## src/rtl/yuv2rgb_pkg.sv

```systemverilog
`default_nettype none
// ----------------------------------------------------------------------------
// YUYV to RGB converter package
// Shared types, widths and fixed-point coefficients of the converter.
// ----------------------------------------------------------------------------
package yuv2rgb_pkg;

    // Fraction bits of the unsigned fixed-point color coefficients.
    localparam int COEF_FRAC_BITS = 16;

    // Every coefficient is below 2.0, so one integer bit is enough.
    localparam int COEF_W = COEF_FRAC_BITS + 1;

    // Signed coefficient times signed 9-bit chroma offset.
    localparam int TERM_W = COEF_W + 1 + 9;

    // Luma scaled by 2^F plus a chroma term, with sign headroom.
    localparam int ACC_W = TERM_W + 1;

    // Coefficients rounded to nearest from their decimal values (units of 1e-5).
    localparam logic [COEF_W-1:0] K_RV =
        COEF_W'(((64'd140200 << COEF_FRAC_BITS) + 64'd50000) / 64'd100000);
    localparam logic [COEF_W-1:0] K_GU =
        COEF_W'(((64'd34414 << COEF_FRAC_BITS) + 64'd50000) / 64'd100000);
    localparam logic [COEF_W-1:0] K_GV =
        COEF_W'(((64'd71414 << COEF_FRAC_BITS) + 64'd50000) / 64'd100000);
    localparam logic [COEF_W-1:0] K_BU =
        COEF_W'(((64'd177200 << COEF_FRAC_BITS) + 64'd50000) / 64'd100000);

    // Byte positions within one packed group.
    localparam logic [1:0] PHASE_Y0 = 2'd0;
    localparam logic [1:0] PHASE_U  = 2'd1;
    localparam logic [1:0] PHASE_Y1 = 2'd2;
    localparam logic [1:0] PHASE_V  = 2'd3;

    // Depth of the group queue between front and back.
    localparam int QUEUE_DEPTH = 4;
    localparam int QPTR_W      = $clog2(QUEUE_DEPTH);

    // One complete YUYV group handed from the front to the back.
    typedef struct packed {
        logic [7:0] luma_first;
        logic [7:0] luma_second;
        logic [7:0] chroma_blue;
        logic [7:0] chroma_red;
        logic       frame_end;
    } group_t;

endpackage : yuv2rgb_pkg
`default_nettype wire

```

## src/rtl/yuyv_to_rgb_converter.sv

```systemverilog
`default_nettype none
// ----------------------------------------------------------------------------
// YUYV to RGB converter
// Converts a packed YUYV 4:2:2 byte stream to RGB888 pixels, full-range BT.601.
// ----------------------------------------------------------------------------
// Bytes arrive on the slave stream in the order Y0 U Y1 V, one byte per word,
// and are accepted at one word per cycle as long as the four-entry group queue
// has room. Each V byte yields two pixels on the master stream, the first from
// Y0 and the second from Y1, sharing U and V; m_tuser marks the second pixel
// and m_tlast marks the second pixel of a group whose V byte carried s_tlast.
// A slave tlast on any other byte drops the unfinished group and restarts the
// byte phase. The back end emits one pixel per cycle while the master side is
// ready, so a continuous byte stream (two pixels per four bytes) never backs
// up. The queue entry is written when the V byte is accepted; from the queue
// head the group stage registers the lumas and chroma products, and the
// output register then takes the first pixel and after it the second.
// ----------------------------------------------------------------------------
module yuyv_to_rgb_converter (
    input  wire         aclk,
    input  wire         aresetn,
    input  wire         s_tvalid,
    output logic        s_tready,
    input  wire  [7:0]  s_tdata,    // [7:0] stream_byte
    input  wire         s_tlast,    // frame_end
    output logic        m_tvalid,
    input  wire         m_tready,
    output logic [23:0] m_tdata,    // [7:0] red, [15:8] green, [23:16] blue
    output logic        m_tuser,    // pair_last
    output logic        m_tlast     // frame_last
);
    import yuv2rgb_pkg::*;

    group_t push_data;
    group_t head_data;
    logic   q_push;
    logic   q_full;
    logic   q_pop;
    logic   q_not_empty;

    // Byte collection.
    yuv2rgb_front u_front (
        .aclk     (aclk),
        .aresetn  (aresetn),
        .s_tvalid (s_tvalid),
        .s_tready (s_tready),
        .s_tdata  (s_tdata),
        .s_tlast  (s_tlast),
        .q_full   (q_full),
        .q_push   (q_push),
        .q_data   (push_data)
    );

    // Group queue.
    yuv2rgb_fifo u_fifo (
        .aclk      (aclk),
        .aresetn   (aresetn),
        .push      (q_push),
        .push_data (push_data),
        .full      (q_full),
        .pop       (q_pop),
        .not_empty (q_not_empty),
        .head_data (head_data)
    );

    // Color conversion and output.
    yuv2rgb_back u_back (
        .aclk        (aclk),
        .aresetn     (aresetn),
        .q_not_empty (q_not_empty),
        .q_data      (head_data),
        .q_pop       (q_pop),
        .m_tvalid    (m_tvalid),
        .m_tready    (m_tready),
        .m_tdata     (m_tdata),
        .m_tuser     (m_tuser),
        .m_tlast     (m_tlast)
    );

endmodule : yuyv_to_rgb_converter
`default_nettype wire

```

## src/rtl/yuv2rgb_front.sv

```systemverilog
`default_nettype none
// ----------------------------------------------------------------------------
// YUYV to RGB front end
// Accepts stream bytes, tracks the byte phase and collects Y0, U and Y1;
// a complete group is pushed to the queue on the V byte.
// ----------------------------------------------------------------------------
module yuv2rgb_front (
    input  wire                  aclk,
    input  wire                  aresetn,
    input  wire                  s_tvalid,
    output logic                 s_tready,
    input  wire  [7:0]           s_tdata,   // [7:0] stream_byte
    input  wire                  s_tlast,   // frame_end
    input  wire                  q_full,
    output logic                 q_push,
    output yuv2rgb_pkg::group_t  q_data
);
    import yuv2rgb_pkg::*;

    logic [1:0] phase_reg, phase_next;
    logic [7:0] luma_first_reg;
    logic [7:0] chroma_blue_reg;
    logic [7:0] luma_second_reg;
    logic       accept;

    // Take a byte whenever the queue has room for a possible group.
    assign s_tready = !q_full;
    assign accept   = s_tvalid && s_tready;

    // A V byte completes the group.
    assign q_push = accept && (phase_reg == PHASE_V);
    assign q_data = '{luma_first:  luma_first_reg,
                      luma_second: luma_second_reg,
                      chroma_blue: chroma_blue_reg,
                      chroma_red:  s_tdata,
                      frame_end:   s_tlast};

    // Frame end restarts the phase and drops any unfinished group.
    always_comb begin
        phase_next = phase_reg;
        if (accept) begin
            if (s_tlast) begin
                phase_next = PHASE_Y0;
            end else begin
                phase_next = phase_reg + 2'd1;
            end
        end
    end

    always_ff @(posedge aclk) begin
        if (!aresetn) begin
            phase_reg <= PHASE_Y0;
        end else begin
            phase_reg <= phase_next;
        end
    end

    // Byte capture by phase.
    always_ff @(posedge aclk) begin
        if (accept) begin
            unique case (phase_reg)
                PHASE_Y0: luma_first_reg  <= s_tdata;
                PHASE_U:  chroma_blue_reg <= s_tdata;
                PHASE_Y1: luma_second_reg <= s_tdata;
                default: begin
                end
            endcase
        end
    end

endmodule : yuv2rgb_front
`default_nettype wire

```

## src/rtl/yuv2rgb_fifo.sv

```systemverilog
`default_nettype none
// ----------------------------------------------------------------------------
// YUYV to RGB group queue
// Short first-in first-out queue of complete groups between front and back.
// ----------------------------------------------------------------------------
module yuv2rgb_fifo (
    input  wire                  aclk,
    input  wire                  aresetn,
    input  wire                  push,
    input  yuv2rgb_pkg::group_t  push_data,
    output logic                 full,
    input  wire                  pop,
    output logic                 not_empty,
    output yuv2rgb_pkg::group_t  head_data
);
    import yuv2rgb_pkg::*;

    group_t              entry_reg [QUEUE_DEPTH];
    logic [QPTR_W-1:0]   wr_ptr_reg;
    logic [QPTR_W-1:0]   rd_ptr_reg;
    logic [QPTR_W:0]     count_reg;
    logic                do_push;
    logic                do_pop;

    assign full      = (count_reg == (QPTR_W+1)'(QUEUE_DEPTH));
    assign not_empty = (count_reg != '0);
    assign head_data = entry_reg[rd_ptr_reg];
    assign do_push   = push && !full;
    assign do_pop    = pop && not_empty;

    // Pointer and fill count bookkeeping.
    always_ff @(posedge aclk) begin
        if (!aresetn) begin
            wr_ptr_reg <= '0;
            rd_ptr_reg <= '0;
            count_reg  <= '0;
        end else begin
            if (do_push) begin
                wr_ptr_reg <= wr_ptr_reg + 1'b1;
            end
            if (do_pop) begin
                rd_ptr_reg <= rd_ptr_reg + 1'b1;
            end
            if (do_push && !do_pop) begin
                count_reg <= count_reg + 1'b1;
            end else if (do_pop && !do_push) begin
                count_reg <= count_reg - 1'b1;
            end
        end
    end

    // Entry storage.
    always_ff @(posedge aclk) begin
        if (do_push) begin
            entry_reg[wr_ptr_reg] <= push_data;
        end
    end

endmodule : yuv2rgb_fifo
`default_nettype wire

```

## src/rtl/yuv2rgb_back.sv

```systemverilog
`default_nettype none
// ----------------------------------------------------------------------------
// YUYV to RGB back end
// Forms the shared chroma terms of a group, then emits its two pixels
// through a registered output word.
// ----------------------------------------------------------------------------
module yuv2rgb_back (
    input  wire                  aclk,
    input  wire                  aresetn,
    input  wire                  q_not_empty,
    input  yuv2rgb_pkg::group_t  q_data,
    output logic                 q_pop,
    output logic                 m_tvalid,
    input  wire                  m_tready,
    output logic [23:0]          m_tdata,   // [7:0] red, [15:8] green, [23:16] blue
    output logic                 m_tuser,   // pair_last
    output logic                 m_tlast    // frame_last
);
    import yuv2rgb_pkg::*;

    // Clamp a scaled sum to 0..255 after truncation toward zero.
    function automatic logic [7:0] clamp_scaled(input logic signed [ACC_W-1:0] acc);
        logic [7:0] res;
        if (acc[ACC_W-1]) begin
            res = 8'd0;
        end else if (acc[ACC_W-2:COEF_FRAC_BITS+8] != '0) begin
            res = 8'd255;
        end else begin
            res = acc[COEF_FRAC_BITS+7:COEF_FRAC_BITS];
        end
        return res;
    endfunction

    logic signed [8:0]        du;
    logic signed [8:0]        dv;
    logic signed [TERM_W-1:0] r_prod, gu_prod, gv_prod, b_prod;

    // Group stage: lumas and shared chroma terms.
    logic                     grp_valid_reg;
    logic [7:0]               grp_y0_reg;
    logic [7:0]               grp_y1_reg;
    logic                     grp_fend_reg;
    logic signed [TERM_W-1:0] r_term_reg;
    logic signed [TERM_W-1:0] g_term_reg;
    logic signed [TERM_W-1:0] b_term_reg;
    logic                     sel_reg;

    logic                     out_load;
    logic                     grp_take;
    logic [7:0]               y_sel;
    logic signed [ACC_W-1:0]  y_scaled;
    logic signed [ACC_W-1:0]  r_acc, g_acc, b_acc;
    logic [7:0]               red_pix;
    logic [7:0]               green_pix;
    logic [7:0]               blue_pix;
    logic [23:0]              pix_word;

    // Chroma offsets and products from the queue head.
    assign du      = $signed({1'b0, q_data.chroma_blue}) - 9'sd128;
    assign dv      = $signed({1'b0, q_data.chroma_red}) - 9'sd128;
    assign r_prod  = $signed({1'b0, K_RV}) * dv;
    assign gu_prod = $signed({1'b0, K_GU}) * du;
    assign gv_prod = $signed({1'b0, K_GV}) * dv;
    assign b_prod  = $signed({1'b0, K_BU}) * du;

    // Handshake between queue, group stage and output word.
    assign out_load = grp_valid_reg && (!m_tvalid || m_tready);
    assign grp_take = !grp_valid_reg || (out_load && sel_reg);
    assign q_pop    = q_not_empty && grp_take;

    always_ff @(posedge aclk) begin
        if (!aresetn) begin
            grp_valid_reg <= 1'b0;
            sel_reg       <= 1'b0;
        end else begin
            if (grp_take) begin
                grp_valid_reg <= q_not_empty;
            end
            if (out_load) begin
                sel_reg <= !sel_reg;
            end
        end
    end

    always_ff @(posedge aclk) begin
        if (q_pop) begin
            grp_y0_reg   <= q_data.luma_first;
            grp_y1_reg   <= q_data.luma_second;
            grp_fend_reg <= q_data.frame_end;
            r_term_reg   <= r_prod;
            g_term_reg   <= -(gu_prod + gv_prod);
            b_term_reg   <= b_prod;
        end
    end

    // Pixel sums: first pixel uses Y0, second uses Y1.
    assign y_sel    = sel_reg ? grp_y1_reg : grp_y0_reg;
    assign y_scaled = $signed({{(ACC_W-8-COEF_FRAC_BITS){1'b0}}, y_sel,
                               {COEF_FRAC_BITS{1'b0}}});
    assign r_acc    = y_scaled + ACC_W'(r_term_reg);
    assign g_acc    = y_scaled + ACC_W'(g_term_reg);
    assign b_acc    = y_scaled + ACC_W'(b_term_reg);

    // Clamped color bytes packed into one stream word.
    assign red_pix   = clamp_scaled(r_acc);
    assign green_pix = clamp_scaled(g_acc);
    assign blue_pix  = clamp_scaled(b_acc);

    yuv2rgb_pix_fmt u_pix_fmt (
        .red      (red_pix),
        .green    (green_pix),
        .blue     (blue_pix),
        .pix_word (pix_word)
    );

    // Output word.
    always_ff @(posedge aclk) begin
        if (!aresetn) begin
            m_tvalid <= 1'b0;
        end else if (out_load) begin
            m_tvalid <= 1'b1;
        end else if (m_tready) begin
            m_tvalid <= 1'b0;
        end
    end

    always_ff @(posedge aclk) begin
        if (out_load) begin
            m_tdata <= pix_word;
            m_tuser <= sel_reg;
            m_tlast <= sel_reg && grp_fend_reg;
        end
    end

endmodule : yuv2rgb_back
`default_nettype wire

```

## src/rtl/yuv_to_rgb_converter_top_placeholder.sv

```systemverilog
`default_nettype none
// ----------------------------------------------------------------------------
// YUYV to RGB pixel formatter
// Packs the three color bytes of one pixel into a stream word.
// ----------------------------------------------------------------------------
module yuv2rgb_pix_fmt (
    input  wire  [7:0]  red,
    input  wire  [7:0]  green,
    input  wire  [7:0]  blue,
    output logic [23:0] pix_word     // [7:0] red, [15:8] green, [23:16] blue
);
    // Lowest byte first: red, then green, then blue.
    assign pix_word = {blue, green, red};

endmodule : yuv2rgb_pix_fmt
`default_nettype wire

```

## config.mk

```make
export PLATFORM = sky130hd
export DESIGN_NAME = yuyv_to_rgb_converter
export DESIGN_NICKNAME = d
export VERILOG_FILES = /design/src/rtl/yuv2rgb_pkg.sv /design/src/rtl/yuyv_to_rgb_converter.sv /design/src/rtl/yuv2rgb_front.sv /design/src/rtl/yuv2rgb_fifo.sv /design/src/rtl/yuv2rgb_back.sv /design/src/rtl/yuv_to_rgb_converter_top_placeholder.sv
export SDC_FILE = /design/constraint.sdc
export NUM_CORES = 1
export LEC_CHECK = 0
export ABC_AREA = 1
export BUFFER_PORTS_ARGS = -buffer_cell sky130_fd_sc_hd__buf_2
export CAP_MARGIN = 30
export CORE_MARGIN = 8
export CORE_UTILIZATION = 60
export CTS_CLUSTER_DIAMETER = 50
export DETAILED_ROUTE_END_ITERATION = 10
export PLACE_DENSITY = 0.75
export SLEW_MARGIN = 20
export SYNTH_ARGS = -nofsm -noshare
export SYNTH_HDL_FRONTEND = slang
export SYNTH_SLANG_ARGS = --single-unit
```

## constraint.sdc

```tcl
create_clock -name aclk -period 11.3 [get_ports aclk]
set_input_delay 0.565 -clock aclk [delete_from_list [all_inputs] [get_ports aclk]]
set_output_delay 0.565 -clock aclk [all_outputs]
set_load 0.02 [all_outputs]
```

==> results.ini, run 1 <==
[outcome]
status = completed

[clock_tree]
cts_buffers = 28
clk_latency_ns = 0.57
post_cts_resized = 0
clkTransAtPathRegs_ns = 0.06
tritoncts = done
cts_max_level = 1
clk_path_buf_depth = 3
cts_hold_buffers = 0
post_cts_buffers = 0
cts.sinks = 246
cts_root_buf = clkbuf_16

[logic_synthesis]
synthCells = 2095
synth_area_sq_um = 20200
ys.flop_type = edfxtp_1
syn_nets = 2547
ys.warnings.count = 0
ys_ff_latch = 246
synth-edff-count = 232
ys_seq_area_share_pct = 35.9
postSynthAreaPerCell_sq_um = 9.64
async_reset_ff_share_pct = 0
yosysUniqueCellTypes = 45

[sta]
fin_crit_sh_pct = 73.1
hold_viol_final = 0
setup_viol = 0
rsz0062_at_grt = false
tightest_slew_ns = 1.01
skew_ns = 0.0334
fin_setup_tns_ns = 0
fin_crit_ns = 8.26
maxSlewViolCount = 0
timing.fmax_mhz = 121
maxSlewHeadroom_pct = 32.5

[global_route]
track_usage_pct = 23.7
grt_pass1_wl_um = 74700
grt_start_max_net_pins = 69
antenna_found_initial = 1
grt_overflow = 0
grt_pass1_vias = 14835

[finish]
final_nets = 2612
drive_gt1_share_pct = 6.24
diodes = 0
largest_reg_flops = 132
area_growth_pct = 8.43
most-common-layout-cells = nand2_1, ha_1, inv_1

[route]
drtPass1Iterations = 5
drt_iter0_drc = 1032
drt-total-wl_um = 46100
routed_via_density = 5.63
wl_per_cell_um = 17.5
drcViolationCount = 0
antenna_left = 0
vias = 14809

[floorplan]
core_sq_um = 33400
fp.dieH_um = 199
rows = 67
die_w_um = 199
die-area_sq_um = 39800
start_util_pct = 60.5
ios = 41

[critical_path]
critPathMaxStageDelay_ns = 0.55
critPathCaptureType = flop
slowest_stage = inv_1
critical_path_class = reg2reg
crit_path_max_fanout = 68
critPathArrivalTime_ns = 8.56
crit_required_ns = 11.60
critPathLaunchType = flop

[place]
dpl.hpwl_um = 36100
gp_congestion = 0.986
port_buffers = 40

[flow_run]
drv_cap = 0

[worst_hold_path]
hold_path.class = in2reg

[layer usage]
layer / vias to the layer above / wire length (um) / global-route usage, %
met1: 7007 / 20300 / 31.1
met5: - / 0 / 0
met3: 85 / 2780 / 3.32
met4: 0 / 1270 / 6.38
li1: 7260 / - / -
met2: 457 / 21800 / 40.8
[layout make-up]
| cell class | count | area, sq um |
|---|---|---|
| clock buffer | 31 | 712 |
| fill | 2709 | 11500 |
| tap | 448 | 561 |
| multi-input combinational | 1501 | 11600 |
| clock inverter | 20 | 175 |
| sequential | 246 | 7250 |
| timing repair buffer | 59 | 343 |
| inverter | 324 | 1220 |
[cells by family after synthesis]
family	share of synthesized area, %
AND/OR/NAND/NOR	12.9
adder cells (fa/ha/maj)	31.1
AO/OA/AOI/OAI	9.90
buffers and inverters	6.60
flip-flops	35.9
XOR/XNOR	3.64
[worst max-delay path: cells and delay by family, from the launching register on]
| family | cells | cell delay [ns] |
|---|---|---|
| XOR/XNOR | 1 | 0.15 |
| AO/OA/AOI/OAI | 3 | 0.51 |
| AND/OR/NAND/NOR | 12 | 1.61 |
| buffers and inverters | 8 | 2.44 |
| flip-flops | 1 | 0.31 |
| adder cells (fa/ha/maj) | 8 | 2.89 |
[synth_stat cells, types with 4 or more instances]
library cell / count / area share (%)
ha_1: 334 / 21
nand2_1: 334 / 6.2
inv_1: 320 / 5.9
edfxtp_1: 232 / 34
a21oi_1: 152 / 3.8
nor2_1: 149 / 2.8
fa_1: 105 / 10
o21ai_0: 103 / 2.6
nand3_1: 65 / 1.6
xor2_1: 57 / 2.5
xnor2_1: 27 / 1.2
o22ai_1: 21 / 0.65
nor3_1: 18 / 0.45
nand4_1: 17 / 0.53
clkbuf_1: 16 / 0.30
o21bai_1: 15 / 0.56
dfxtp_1: 14 / 1.4
a21o_1: 13 / 0.48
a31oi_1: 10 / 0.31
nand2_2: 9 / 0.28
nor4_1: 9 / 0.28
o21ai_1: 8 / 0.20
a32oi_1: 7 / 0.30
o21a_1: 7 / 0.26
or2_2: 6 / 0.19
a211oi_1: 5 / 0.19
nand3_2: 5 / 0.25
buf_2: 4 / 0.099
[final timing paths]
check / startpoint / to / slack (ns) / cells past startpoint
hold reg to reg: u_fifo.rd_ptr_reg[1] / flop / 0.47 / 2
hold / removal: s_tlast / u_fifo.entry_reg[3][0] / 0.23 / 1
setup / recovery: flop / u_back.g_term_reg[21] / 3.04 / 32
setup reg to reg: flop / u_back.g_term_reg[21] / 3.04 / 32
[metrics by stage]
step	worst slack (ns)	instances	instance area [sq um]	utilization (%)	hold WS, ns
after floorplan	4.68	2095	20200	-	0.441
after global placement	3.35	2578	21000	63.0	0.455
after detailed placement	3.18	2578	21000	63.0	0.463
after CTS	3.12	2629	21900	65.6	0.208
after global routing	2.41	2629	21900	65.6	0.213
final	3.04	2629	21900	65.6	0.226
Power of run 1 is not shown: default switching activity piles up to over one toggle a cycle in this logic, so the estimate is an artifact.
==> inputs of run 2 (changes only) <==
CORE_UTILIZATION = 59   (was 60)
PLACE_DENSITY = 0.77   (was 0.75)
clock period = 6.9 ns   (was 11.3 ns; I/O delays follow)
==> results.ini, run 2 (synthesis gave the netlist of run 1 again) <==
[outcome]
status = completed

[critical_path]
rr_endpoint = u_back.g_term_reg[22]
critPathCaptureType = flop
critical_path_class = reg2reg
crit_cells = 28  ; -13%
rr_worst_depth = 28  ; -13%
r2r_slack_ns = 0.28  ; -2.76 ns
critPathArrivalTime_ns = 6.92  ; -1.64 ns
cp_top_family = adder cells
crit_path_max_fanout = 14  ; -79%
timing.critical_path.buf_inv = 6  ; -2
crit_required_ns = 7.20  ; -4.40 ns
critPathMaxStageDelay_ns = 0.52  ; -0.03 ns
critPathLaunchType = flop
slowest_stage = fa_1
crit_end = u_back.g_term_reg[22]

[route]
drt_iter0_drc = 1060  ; +2.7%
vias = 14867  ; +0.39%
wl_per_cell_um = 17.8  ; +1.7%
drtPass1Iterations = 5  ; unchanged
drcViolationCount = 0  ; unchanged
antenna_left = 0  ; unchanged
routed_via_density = 5.60  ; -0.67%
drt-total-wl_um = 47400  ; +2.8%

[finish]
mostFrequentLayoutCell = nand2_1
largest_reg_flops = 132  ; unchanged
drive_gt1_share_pct = 8.69  ; +2.5 points
diodes = 0  ; unchanged
final_nets = 2641  ; +1.1%
most-common-layout-cells = nand2_1, ha_1, inv_1
area_growth_pct = 10.4
nFillCells = 2607  ; -3.8%

[sta]
layout_setup_ws_ns = 0.283  ; -2.76 ns
hold_viol_final = 0  ; unchanged
timing.fmax_mhz = 151  ; +25%
tightest_slew_ns = 0.833  ; -0.176 ns
maxSlewViolCount = 0  ; unchanged
fin_crit_ns = 6.62  ; -1.64 ns
setup_viol = 0  ; unchanged
skew_ns = 0.0152  ; -0.0182 ns
maxSlewHeadroom_pct = 44.2  ; +12 points
fin_crit_sh_pct = 95.9  ; +23 points

[place]
dpl.hpwl_um = 37700  ; +4.5%
place_worst_setup_slack_ns = -0.0274  ; -3.21 ns
gp_congestion = 1.03  ; +4.1%
port_buffers = 40  ; unchanged

[worst_hold_path]
hold_path.class = in2reg
hp-start = m_tready

[floorplan]
die_w_um = 201  ; +0.78%
start_util_pct = 60.1  ; -0.45 points
core_sq_um = 33600  ; +0.75%
ios = 41  ; unchanged
fp.dieH_um = 201  ; +0.78%
rows = 67  ; unchanged
die-area_sq_um = 40400  ; +1.6%

[global_route]
antenna_found_initial = 0  ; -1
grt_start_max_net_pins = 55  ; -20%
grt_overflow = 0  ; unchanged
grt_pass1_wl_um = 75900  ; +1.7%
track_usage_pct = 23.2  ; -0.55 points
grt_pass1_vias = 15208  ; +2.5%

[clock_tree]
clkTransAtPathRegs_ns = 0.06  ; about the same
clk_latency_ns = 0.55  ; -0.02 ns
cts_hold_buffers = 0  ; unchanged
cts_root_buf = clkbuf_16
cts.sinks = 246  ; unchanged
cts_max_level = 1  ; unchanged
clk_path_buf_depth = 3  ; unchanged
tritoncts = done
cts_buffers = 27  ; -3.6%

[flow_run]
drv_cap = 0  ; unchanged

## run 2: cell type report
class | count | area [sq um] | area share (%)
clock buffers | 34 | 732 | 3.28
clock inverters | 15 | 171 | 0.769
inverters | 324 | 1220 | 5.49
multi-input cells | 1501 | 11800 | 52.7
flip-flops and latches | 246 | 7250 | 32.5
well taps | 448 | 561 | 2.51
repair buffers | 89 | 606 | 2.72
## run 2: stage by stage
stage | std cells | TNS (ns) | hold WS (ns) | utilization [%] | area, sq um
after global placement | 2606 | -0.157 | 0.464 | 63.2 | 21200
after floorplan | 2095 | 0 | 0.441 | - | 20200
after global routing | 2657 | -0.0553 | 0.0875 | 66.3 | 22300
after CTS | 2655 | 0 | 0.0841 | 65.9 | 22200
final | 2657 | 0 | 0.0934 | 66.3 | 22300
after detailed placement | 2606 | -0.0274 | 0.476 | 63.2 | 21200
## run 2: timing repair
action,CTS,global route
endpoints found under the hold margin,0,0
resized for setup,1,34
setup buffers,0,2
setup endpoints to repair,3,11
pin swaps,0,2
## run 2: worst min-delay path by stage
stage                     depth (start not counted)  slack, ns                      to
after CTS                                         4       0.08         u_back.m_tvalid
final                                             4       0.09         u_back.m_tvalid
after global placement                            2       0.46    u_fifo.rd_ptr_reg[1]
after floorplan                                   2       0.44                    flop
after global routing                              1       0.09  u_fifo.entry_reg[2][0]
after detailed placement                          2       0.48         u_back.m_tvalid
## run 2: layer usage
layer,GRT usage (%),share of wire (%)
met1,29.0,42
met5,0,0
met3,4.58,6.9
met2,40.0,48
met4,7.15,2.9
## run 2: tightest hold or removal path, stage by stage
cell and delay (ns):
buf_2 0.08, inv_1 0.03, nand2_1 0.06, a21oi_1 0.06
Power of run 2 is left out for the same reason.
==> inputs of run 3 (changes only) <==
CORE_ASPECT_RATIO = 0.75   (was not set)
==> results.ini, run 3 (synthesis gave the netlist of run 1 again) <==
[route]
routed_via_density = 5.66  ; +1.2%
drtPass1Iterations = 5  ; unchanged
wl_per_cell_um = 18.5  ; +3.7%
drt_iter0_drc = 1288  ; +22%
vias = 15048  ; +1.2%
drt-total-wl_um = 49200  ; +3.8%
drcViolationCount = 0  ; unchanged
antenna_left = 0  ; unchanged

[floorplan]
fp.dieH_um = 176  ; -12%
start_util_pct = 60.1  ; about the same
rows = 58  ; -13%
die_w_um = 230  ; +14%
core_sq_um = 33600  ; about the same
ios = 41  ; unchanged
die-area_sq_um = 40500  ; +0.15%

[finish]
nFillCells = 2572  ; -1.3%
most-common-layout-cells = nand2_1, ha_1, inv_1
drive_gt1_share_pct = 9.06  ; +0.37 points
area_growth_pct = 10.8
mostFrequentLayoutCell = nand2_1
final_nets = 2646  ; +0.19%
largest_reg_flops = 132  ; unchanged
diodes = 0  ; unchanged

[sta]
fin_crit_sh_pct = 96.6  ; +0.69 points
skew_ns = 0.0239  ; +0.00870 ns
layout_setup_ws_ns = 0.235  ; -0.0476 ns
fin_crit_ns = 6.66  ; +0.0476 ns
timing.fmax_mhz = 150  ; -0.71%
tightest_slew_ns = 0.958  ; +0.125 ns
maxSlewViolCount = 0  ; unchanged
setup_viol = 0  ; unchanged
hold_viol_final = 0  ; unchanged
maxSlewHeadroom_pct = 35.9  ; -8.4 points

[clock_tree]
cts_buffers = 26  ; -3.7%
cts_root_buf = clkbuf_16
clk_path_buf_depth = 3  ; unchanged
clk_latency_ns = 0.57  ; +0.02 ns
cts_max_level = 1  ; unchanged
tritoncts = done
post_cts_buffers = 0  ; unchanged
cts.sinks = 246  ; unchanged
clkTransAtPathRegs_ns = 0.06  ; about the same

[global_route]
antenna_found_initial = 0  ; unchanged
grt_pass1_wl_um = 78500  ; +3.4%
grt_overflow = 0  ; unchanged
grt_start_max_net_pins = 55  ; unchanged
grt_pass1_vias = 14944  ; -1.7%
track_usage_pct = 24.1  ; +0.97 points

[flow_run]
drv_cap = 0  ; unchanged

[critical_path]
critPathMaxStageDelay_ns = 0.55  ; +0.03 ns
slowest_stage = fa_1
critPathLaunchType = flop
crit_path_max_fanout = 17  ; +3
critPathArrivalTime_ns = 6.98  ; +0.06 ns
critPathCaptureType = flop
crit_required_ns = 7.21  ; about the same
critical_path_class = reg2reg

[place]
port_buffers = 40  ; unchanged
place_worst_setup_slack_ns = 0.0705  ; +0.0979 ns
dpl.hpwl_um = 39200  ; +3.9%
gp_congestion = 0.980  ; -4.6%

[outcome]
status = completed

[worst_hold_path]
hold_path.class = in2reg

## run 3: cell types whose count changed in the layout (fill, tap and decap cells not counted), sizes merged
cell,change
clkinv,+2
clkinvlp,-4
buf,+4
clkbuf,-3
bufbuf,+1
bufinv,-1
## run 3: layout make-up
type	count	area, sq um	share of cell area (%)
clock buffer	30	666	2.97
clock inverter	12	130	0.581
inverter	324	1230	5.48
multi-input combinational	1501	11800	52.7
sequential	246	7250	32.4
tap	450	563	2.51
timing repair buffer	95	744	3.33
## run 3: layer usage
layer  track usage, %  part of all wire (%)  vias to the layer above
met5                0                     0                        -
met4             5.01                   1.9                        0
met3             5.00                   7.7                       71
met2             38.2                    44                      538
met1             34.2                    46                     7120
li1                 -                     -                     7319
## run 3: path summary, 6_finish.rpt
check	startpoint	endpoint	slack, ns	cells past startpoint
hold reg to reg	u_fifo.rd_ptr_reg[1]	flop	0.48	2
setup reg to reg	flop	u_back.g_term_reg[26]	0.24	27
setup / recovery	flop	u_back.g_term_reg[26]	0.24	27
hold / removal	m_tready	u_back.m_tvalid	0.05	4
## run 3: repair_timing
item                                    4_1_cts  5_1_grt
pin swaps                                     0        2
hold buffers                                  0        0
endpoints found under the setup margin        4       11
gates cloned                                  1        1
gates resized for setup                       2       50
## run 3: per-stage QoR
step | util, % | instance area [sq um] | TNS (ns) | hold slack [ns] | instances
final | 66.6 | 22400 | 0 | 0.0460 | 2658
after global routing | 66.6 | 22400 | -0.196 | 0.0514 | 2658
after CTS | 66.1 | 22200 | 0 | 0.0422 | 2657
after detailed placement | 63.6 | 21400 | 0 | 0.470 | 2614
after global placement | 63.3 | 21300 | 0 | 0.456 | 2609
after floorplan | - | 20200 | 0 | 0.441 | 2095
## run 3: worst max-delay path: cells and delay by family, from the launching register on
kind	cells	cell delay (ns)
compound gates	6	1.08
xor+xnor	1	0.18
fa+ha+maj	7	2.84
buf+inv	5	0.58
flops	1	0.43
simple gates	8	1.26
Power of run 3 is left out for the same reason.
